[src/rtl/lffcl_pkg.sv]
// LED frame fade / current limiter package: frame geometry, reset values,
// register indexes and the word types of both channels. No dependencies.
package lffcl_pkg;

  localparam int COLUMNS    = 11;
  localparam int ROWS       = 10;
  localparam int INDICATORS = 4;
  localparam int GRID_LEDS  = COLUMNS * ROWS;
  localparam int FRAME_LEDS = GRID_LEDS + INDICATORS;

  localparam int POS_W = $clog2(FRAME_LEDS);
  localparam int COL_W = $clog2(COLUMNS);
  localparam int ROW_W = $clog2(ROWS + 1);

  localparam logic [7:0]  BRIGHTNESS_RESET = 8'd128;
  localparam logic [15:0] LIMIT_RESET      = 16'd9999;

  // Multiply-and-shift reciprocal of 255, exact for any 16-bit dividend.
  localparam logic [16:0] RECIP_255 = 17'd32897;
  localparam int          SHIFT_255 = 23;

  localparam logic [8:0] BLEND_MAX = 9'd256;

  // Register indexes on the configuration port (byte address / 4).
  localparam logic REG_BRIGHTNESS    = 1'b0;
  localparam logic REG_CURRENT_LIMIT = 1'b1;

  typedef struct packed {
    logic [23:0] target_color;
    logic [8:0]  blend_factor;
  } pix_word_t;

  typedef struct packed {
    logic [15:0] pixel_rgb565;
    logic [23:0] filtered_color;
    logic [3:0]  column;
    logic [3:0]  row;
    logic        frame_end;
    logic        over_limit;
    logic [7:0]  drive_brightness;
    logic [15:0] frame_current;
  } res_word_t;

endpackage

[src/rtl/led_frame_fade_current_limiter_top.sv]
// LED frame fade with current limiter, top level and only module.
// Depends on lffcl_pkg for geometry, word types and constants.

// Each accepted word carries the target color of the next LED in scan order
// (grid column by column, top to bottom, then the indicator LEDs). The LED's
// stored color steps toward the target by blend_factor/256 per channel,
// truncated toward zero, and one result word returns the new color (24-bit
// and RGB565) with the LED position. The block also accumulates an estimated
// LED current, saturating at 65535; on the last LED of the frame it reports
// the total and, if it is above current_limit, the reduced brightness
// brightness*limit/total, which becomes the applied brightness. All
// arithmetic runs through one shared 17x17 signed multiplier stepped by a
// sequencer: each word goes through three blend passes, three passes for
// the current estimate, one accumulate and one output load, and the next
// word can be taken in the cycle after its result is loaded. On the frame's
// last LED it takes one more multiply and, when over the limit, a
// one-bit-per-cycle restoring divider for the 8-bit quotient.
// pix_stall stays high until the current word is handed to the result
// register; a finished result waiting on res_stall does not block the next
// word from being accepted. The color store comes up all black after reset
// through per-LED valid bits, so no clearing pass is needed. Writing
// brightness also sets the applied brightness; write registers only while
// idle.
module led_frame_fade_current_limiter_top (
  input  logic                 clk,
  input  logic                 rst,
  input  logic                 pix_valid,
  output logic                 pix_stall,
  input  lffcl_pkg::pix_word_t pix,
  output logic                 res_valid,
  input  logic                 res_stall,
  output lffcl_pkg::res_word_t res,
  input  logic                 psel,
  input  logic                 penable,
  input  logic                 pwrite,
  input  logic [2:0]           paddr,
  input  logic [31:0]          pwdata,
  output logic [31:0]          prdata,
  output logic                 pready
);

  typedef enum logic [10:0] {
    ST_IDLE    = 11'b00000000001,
    ST_BLEND_R = 11'b00000000010,
    ST_BLEND_G = 11'b00000000100,
    ST_BLEND_B = 11'b00000001000,
    ST_CUR_E   = 11'b00000010000,
    ST_CUR_B   = 11'b00000100000,
    ST_CUR_D   = 11'b00001000000,
    ST_SUM     = 11'b00010000000,
    ST_LIM     = 11'b00100000000,
    ST_DIV     = 11'b01000000000,
    ST_DONE    = 11'b10000000000
  } state_t;

  state_t state;

  // Configuration and frame state
  logic [7:0]  brightness;
  logic [15:0] current_limit;
  logic [7:0]  applied_brightness;
  logic [15:0] current_sum;
  logic [lffcl_pkg::POS_W-1:0] pos;
  logic [lffcl_pkg::COL_W-1:0] col;
  logic [lffcl_pkg::ROW_W-1:0] row;

  // Color store with per-LED valid bits
  logic [23:0] colors [lffcl_pkg::FRAME_LEDS];
  logic [lffcl_pkg::FRAME_LEDS-1:0] lit;
  logic [23:0] rd_color;
  logic        rd_lit;

  // Working registers
  logic [23:0] target;
  logic [8:0]  blend;
  logic [23:0] filt;
  logic [5:0]  est;
  logic [13:0] scaled;
  logic [5:0]  led_cur;
  logic [15:0] sum;
  logic        over;
  logic [15:0] rem;
  logic [7:0]  qsh;
  logic [2:0]  div_cnt;

  logic        last;
  logic        pix_take;
  logic        res_free;
  logic        cfg_write;
  logic [23:0] cur_color;
  logic [7:0]  cur_ch;
  logic [7:0]  tgt_ch;
  logic [7:0]  new_ch;
  logic signed [16:0] mul_a;
  logic signed [16:0] mul_b;
  logic signed [33:0] prod;
  logic signed [33:0] prod_adj;
  logic signed [33:0] step;
  logic [9:0]  chan_sum;
  logic [16:0] sum_wide;
  logic [16:0] div_try;
  logic [16:0] div_sub;
  logic        div_ge;

  assign pready    = 1'b1;
  assign pix_stall = (state != ST_IDLE);
  assign pix_take  = pix_valid && !pix_stall;
  assign res_free  = !res_valid || !res_stall;
  assign cfg_write = psel && penable && pwrite && pready;
  assign last      = (pos == lffcl_pkg::POS_W'(lffcl_pkg::FRAME_LEDS - 1));
  assign cur_color = rd_lit ? rd_color : 24'd0;

  always_comb begin
    case (paddr[2])
      lffcl_pkg::REG_BRIGHTNESS:    prdata = {24'd0, brightness};
      lffcl_pkg::REG_CURRENT_LIMIT: prdata = {16'd0, current_limit};
      default:                      prdata = 32'd0;
    endcase
  end

  // Channel under blend this cycle
  always_comb begin
    case (state)
      ST_BLEND_R: begin
        cur_ch = cur_color[23:16];
        tgt_ch = target[23:16];
      end
      ST_BLEND_G: begin
        cur_ch = cur_color[15:8];
        tgt_ch = target[15:8];
      end
      default: begin
        cur_ch = cur_color[7:0];
        tgt_ch = target[7:0];
      end
    endcase
  end

  assign chan_sum = {2'd0, filt[23:16]} + {2'd0, filt[15:8]} + {2'd0, filt[7:0]};

  // Shared multiplier operand select
  always_comb begin
    mul_a = '0;
    mul_b = '0;
    case (state)
      ST_BLEND_R, ST_BLEND_G, ST_BLEND_B: begin
        mul_a = signed'({8'd0, blend});
        mul_b = signed'(17'({1'b0, tgt_ch}) - 17'({1'b0, cur_ch}));
      end
      ST_CUR_E: begin
        // 20*s = 16*s + 4*s
        mul_a = signed'(17'({chan_sum, 4'd0}) + 17'({chan_sum, 2'd0}));
        mul_b = signed'(lffcl_pkg::RECIP_255);
      end
      ST_CUR_B: begin
        mul_a = signed'({11'd0, est});
        mul_b = signed'({9'd0, brightness});
      end
      ST_CUR_D: begin
        mul_a = signed'({3'd0, scaled});
        mul_b = signed'(lffcl_pkg::RECIP_255);
      end
      ST_LIM: begin
        mul_a = signed'({9'd0, brightness});
        mul_b = signed'({1'b0, current_limit});
      end
      default: begin
        mul_a = '0;
        mul_b = '0;
      end
    endcase
  end

  assign prod     = mul_a * mul_b;
  // Truncate toward zero: bias negative products before the arithmetic shift
  assign prod_adj = prod + (prod[33] ? 34'sd255 : 34'sd0);
  assign step     = prod_adj >>> 8;
  assign new_ch   = cur_ch + step[7:0];

  assign sum_wide = {1'b0, current_sum} + {11'd0, led_cur};

  assign div_try = {rem, qsh[7]};
  assign div_ge  = (div_try >= {1'b0, sum});
  assign div_sub = div_try - {1'b0, sum};

  // Color store: read on accept, write back when the result is loaded
  always_ff @(posedge clk) begin
    if (pix_take) begin
      rd_color <= colors[pos];
    end
    if (state == ST_DONE && res_free) begin
      colors[pos] <= filt;
    end
  end

  always_ff @(posedge clk) begin
    if (rst) begin
      state              <= ST_IDLE;
      brightness         <= lffcl_pkg::BRIGHTNESS_RESET;
      current_limit      <= lffcl_pkg::LIMIT_RESET;
      applied_brightness <= lffcl_pkg::BRIGHTNESS_RESET;
      current_sum        <= 16'd0;
      pos                <= '0;
      col                <= '0;
      row                <= '0;
      lit                <= '0;
      rd_lit             <= 1'b0;
      res_valid          <= 1'b0;
    end else begin
      // Load a finished word when the output register is free, else drop it once taken
      if (state == ST_DONE && res_free) begin
        res_valid <= 1'b1;
      end else if (res_valid && !res_stall) begin
        res_valid <= 1'b0;
      end

      if (cfg_write) begin
        case (paddr[2])
          lffcl_pkg::REG_BRIGHTNESS: begin
            brightness         <= pwdata[7:0];
            applied_brightness <= pwdata[7:0];
          end
          lffcl_pkg::REG_CURRENT_LIMIT: begin
            current_limit <= pwdata[15:0];
          end
          default: begin
            current_limit <= current_limit;
          end
        endcase
      end

      case (state)
        ST_IDLE: begin
          if (pix_take) begin
            target <= pix.target_color;
            blend  <= (pix.blend_factor > lffcl_pkg::BLEND_MAX) ?
                      lffcl_pkg::BLEND_MAX : pix.blend_factor;
            rd_lit <= lit[pos];
            state  <= ST_BLEND_R;
          end
        end
        ST_BLEND_R: begin
          filt[23:16] <= new_ch;
          state       <= ST_BLEND_G;
        end
        ST_BLEND_G: begin
          filt[15:8] <= new_ch;
          state      <= ST_BLEND_B;
        end
        ST_BLEND_B: begin
          filt[7:0] <= new_ch;
          state     <= ST_CUR_E;
        end
        ST_CUR_E: begin
          est   <= prod[lffcl_pkg::SHIFT_255+5:lffcl_pkg::SHIFT_255];
          state <= ST_CUR_B;
        end
        ST_CUR_B: begin
          scaled <= prod[13:0];
          state  <= ST_CUR_D;
        end
        ST_CUR_D: begin
          led_cur <= prod[lffcl_pkg::SHIFT_255+5:lffcl_pkg::SHIFT_255];
          state   <= ST_SUM;
        end
        ST_SUM: begin
          // Saturate the running total at full scale
          sum   <= sum_wide[16] ? 16'hFFFF : sum_wide[15:0];
          over  <= 1'b0;
          state <= last ? ST_LIM : ST_DONE;
        end
        ST_LIM: begin
          // Quotient fits 8 bits, so the top 16 bits already sit below sum
          rem     <= prod[23:8];
          qsh     <= prod[7:0];
          div_cnt <= 3'd0;
          over    <= (sum > current_limit);
          state   <= (sum > current_limit) ? ST_DIV : ST_DONE;
        end
        ST_DIV: begin
          rem     <= div_ge ? div_sub[15:0] : div_try[15:0];
          qsh     <= {qsh[6:0], div_ge};
          div_cnt <= div_cnt + 3'd1;
          if (div_cnt == 3'd7) begin
            state <= ST_DONE;
          end
        end
        ST_DONE: begin
          if (res_free) begin
            res.pixel_rgb565         <= {filt[23:19], filt[15:10], filt[7:3]};
            res.filtered_color       <= filt;
            res.column               <= 4'(col);
            res.row                  <= 4'(row);
            res.frame_end            <= last;
            res.over_limit           <= last && over;
            res.drive_brightness     <= !last ? 8'd0 : (over ? qsh : applied_brightness);
            res.frame_current        <= last ? sum : 16'd0;
            lit[pos]                 <= 1'b1;
            if (last) begin
              if (over) begin
                applied_brightness <= qsh;
              end
              current_sum <= 16'd0;
              pos         <= '0;
              col         <= '0;
              row         <= '0;
            end else begin
              current_sum <= sum;
              pos         <= pos + 1'b1;
              if (pos == lffcl_pkg::POS_W'(lffcl_pkg::GRID_LEDS - 1)) begin
                // Advance into the indicator row, rightmost column first
                col <= lffcl_pkg::COL_W'(lffcl_pkg::COLUMNS - 1);
                row <= lffcl_pkg::ROW_W'(lffcl_pkg::ROWS);
              end else if (pos >= lffcl_pkg::POS_W'(lffcl_pkg::GRID_LEDS)) begin
                col <= col - 1'b1;
              end else if (row == lffcl_pkg::ROW_W'(lffcl_pkg::ROWS - 1)) begin
                row <= '0;
                col <= col + 1'b1;
              end else begin
                row <= row + 1'b1;
              end
            end
            state <= ST_IDLE;
          end
        end
        default: begin
          state <= ST_IDLE;
        end
      endcase
    end
  end

endmodule

[config.mk]
export PLATFORM = sky130hd
export DESIGN_NAME = led_frame_fade_current_limiter_top
export DESIGN_NICKNAME = d
export VERILOG_FILES = /design/src/rtl/lffcl_pkg.sv /design/src/rtl/led_frame_fade_current_limiter_top.sv
export SDC_FILE = /design/constraint.sdc
export NUM_CORES = 2
export LEC_CHECK = 0
export BUFFER_PORTS_ARGS = -buffer_cell sky130_fd_sc_hd__buf_2
export CORE_ASPECT_RATIO = 1.25
export CORE_MARGIN = 2
export CORE_UTILIZATION = 45
export DETAILED_ROUTE_END_ITERATION = 6
export PLACE_DENSITY = 0.69
export SLEW_MARGIN = 5
export SYNTH_ARGS = -nofsm -noshare
export SYNTH_HDL_FRONTEND = slang
export SYNTH_SLANG_ARGS = --single-unit
[constraint.sdc]
create_clock -name clk -period 13.3 [get_ports clk]
set_input_delay 1.33 -clock clk [delete_from_list [all_inputs] [get_ports clk]]
set_output_delay 1.33 -clock clk [all_outputs]
set_load 0.01 [all_outputs]
==> impl_metrics.env <==
export IMPL_status="finished, violations left"
export IMPL_failed_checks="capacitance limit, slew limit"
export IMPL_overflow=0
export IMPL_holdPathEnd="current_limit[11]$_SDFFE_PP0P_"
export IMPL_fin_crit_ns=12.96
export IMPL_grt_max_degree=97
export IMPL_wire_per_inst_um=31.0
export IMPL_syn_instance_count=8197
export IMPL_antenna_found_initial=20
export IMPL_power_density_nw_per_um2=145
export IMPL_firstDrtPassIters=6
export IMPL_critPathKind="reg -> reg"
export IMPL_slew_limit_headroom_pct=-4.02
export IMPL_slew_violations=9
export IMPL_grt_pass1_vias=78000
export IMPL_syn_avg_cell_area_um2=15.6
export IMPL_die_y_um=601
export IMPL_core_um2=284000
export IMPL_synth_seq_area_share_pct=72.0
export IMPL_gp_congestion=0.935
export IMPL_required_ns=13.93
export IMPL_async_reset_ff_share_pct=0
export IMPL_postLayoutCellArea_um2=145000
export IMPL_yosysTopAreaCell="edfxtp_1"
export IMPL_crit_fanout=7
export IMPL_post_synth_num_cell_types=85
export IMPL_io_buffers=148
export IMPL_max_cap_viol_count=2
export IMPL_min_from="current_limit[11]$_SDFFE_PP0P_"
export IMPL_htree_levels=5
export IMPL_syn2layout_area_growth_pct=13.5
export IMPL_dp_hpwl_um=236000
export IMPL_mostFrequentLayoutCell="edfxtp_1"
export IMPL_mostFrequentLayoutCells="edfxtp_1 (2945), a22oi_1 (902), nor2_1 (425)"
export IMPL_ys_seq_elements=3135
export IMPL_cts_sinks=3135
export IMPL_fin_crit_sh_pct=97.5
export IMPL_slowest_delay_ns=0.55
export IMPL_cts_inserted_buffers=300
export IMPL_drt_wl_total_um=393000
export IMPL_cp_arrival_ns=13.60
export IMPL_ys_warn_count=0
export IMPL_num_io_pins=184
export IMPL_start_util_pct=45.1
export IMPL_tightestPinTransition_ns=1.55
export IMPL_fin_skew_ns=0.0609
export IMPL_fp_dieW_um=481
export IMPL_cp_end_kind="register"
export IMPL_grt_pass1_wl_um=557000
export IMPL_whs_path_depth=2
export IMPL_r2r_start="state[10]$_SDFFE_PP0P_"
export IMPL_via_per_inst=6.27
export IMPL_max_freq_ghz=0.0771
export IMPL_setup_viol=0
export IMPL_cp_slowest_cell="or4_4"
export IMPL_synth_ff_type="edfxtp_1"
export IMPL_synth_area_leaders="edfxtp_1 (69%), a22oi_1 (5.3%), fa_1 (4.3%), dfxtp_1 (3.0%), nor2_1 (1.6%)"
export IMPL_cts_tree="yes"
export IMPL_leakage_nw=47.9
export IMPL_final_net_count=9190
export IMPL_setup_tns_ns=0
export IMPL_reg2reg_to="filt[23]$_DFFE_PP_"
export IMPL_place_ws_ns=-0.00578
export IMPL_fillers=22900
export IMPL_grtUsageTotal_pct=26.6
export IMPL_insertion_delay_ns=0.90
export IMPL_r2r_slack_ns=0.34
export IMPL_setup_ws_ns=0.335
export IMPL_hold_class="reg -> reg"
export IMPL_rows=219
export IMPL_finalHoldViolations=0
export IMPL_ir_worst_vdd_mv=0.191
export IMPL_path_clk_slew_ns=0.07
export IMPL_vias=79500
export IMPL_drt_iter0_drc=11100
export IMPL_yosysTopAreaCellShare_pct=69.0
export IMPL_final_core_util_pct=51.3
export IMPL_die_area_um2=289000
export IMPL_p_total_mw=21.1
export IMPL_drive_above_1_share_pct=15.1
export IMPL_whs_ns=0.465
export IMPL_startpoint_type="register"
export IMPL_dpl_cell_area_um2=136000
export IMPL_drc=0
export IMPL_synth_area_um2=128000
export IMPL_clockBufferDepth=4
export IMPL_clockRootBuffer="clkbuf_16"
export IMPL_synth_edff_count=2945
export IMPL_stdcell_count=12700
export IMPL_r2r_cells=57
export IMPL_ant_nets=0
export IMPL_dp_cells=12100
## area by class of cell
class                           count  area [um2]  share of cell area [%]
Antenna cell                       13        32.5                  0.0224
Clock buffer                      390        8190                    5.63
Clock inverter                    145        1280                   0.883
Inverter                          380        1430                   0.980
Multi-Input combinational cell   4286       33400                    23.0
Sequential cell                  3135       92300                    63.4
Tap cell                         3757        4700                    3.23
Timing Repair Buffer              575        4170                    2.87
## report_power, final
part	total, mW	internal (mW)	switching (mW)
registers	10.7	10.7	0.00674
clock network	8.36	4.71	3.65
logic	1.98	0.739	1.24
## worst max-delay path: cells and delay by family (launching register included)
family                   cells  cell delay [ns]
buffers and inverters       13             1.48
AO/OA/AOI/OAI               20             3.56
XOR/XNOR                     4             0.73
flip-flops                   1             0.32
adder cells (fa/ha/maj)     10             4.16
AND/OR/NAND/NOR             10             2.43
## per-layer routing
metal	wire (um)	share of wire (%)	vias up	global-route usage, %
met5	76	0.019	-	0
li1	-	-	32900	-
met3	46500	12	1096	5.90
met4	31600	8.0	12	17.7
met1	133000	34	40100	32.8
met2	182000	46	5428	42.2
## cell usage after synthesis, drive strengths merged (19+ instances only)
master	count
nand2b	23
nor3	39
mux2	107
o21ai	175
buf	155
fa	274
dfxtp	190
a41oi	88
a31oi	79
and2	36
inv	378
a221oi	206
nor4	30
ha	163
mux2i	98
a21o	40
nand4	110
a22oi	902
nand2	401
nor2	547
edfxtp	2945
a21oi	238
mux4	33
nor2b	54
nand3	65
o211ai	29
a222oi	19
a22o	114
xnor2	61
xor2	29
clkbuf	346
## flip-flops by register name (all words and copies together), names as in the netlist, 9 cells and up
register       cells
current_sum       16
colors          2736
scaled            14
current_limit     16
blend              9
state             11
rem               16
target            24
filt              24
lit              114
rd_color          24
res               58
sum               16
## worst max path at each step
| stage | start | end | cells after the start |
|---|---|---|---|
| 3_5_place_dp | state[10]$_SDFFE_PP0P_ | filt[14]$_DFFE_PP_ | 58 |
| 4_1_cts | state[10]$_SDFFE_PP0P_ | filt[15]$_DFFE_PP_ | 55 |
| 3_3_place_gp | state[10]$_SDFFE_PP0P_ | filt[15]$_DFFE_PP_ | 54 |
| 2_1_floorplan | state[10]$_SDFFE_PP0P_ | filt[15]$_DFFE_PP_ | 53 |
| 5_1_grt | state[10]$_SDFFE_PP0P_ | filt[23]$_DFFE_PP_ | 56 |
| 6_report | state[10]$_SDFFE_PP0P_ | filt[23]$_DFFE_PP_ | 57 |
## logic make-up after synthesis
family / after synthesis / synth area share [%]
compound gates: 2047 / 11.7
buf+inv: 881 / 2.70
other cells: 2 / 0.00586
flops: 3135 / 72.0
xor+xnor: 91 / 0.633
simple gates: 1366 / 4.83
mux: 238 / 2.29
fa+ha+maj: 437 / 5.87
## repair_timing
item	4_1_cts	5_1_grt
pin swaps	1	39
gates resized for setup	4	42
setup endpoints to repair	6	18
gates cloned	0	2
hold buffers	0	0
setup buffers	0	11
hold endpoints to repair	0	0
No activity file was read; power rests on OpenSTA's default activity.
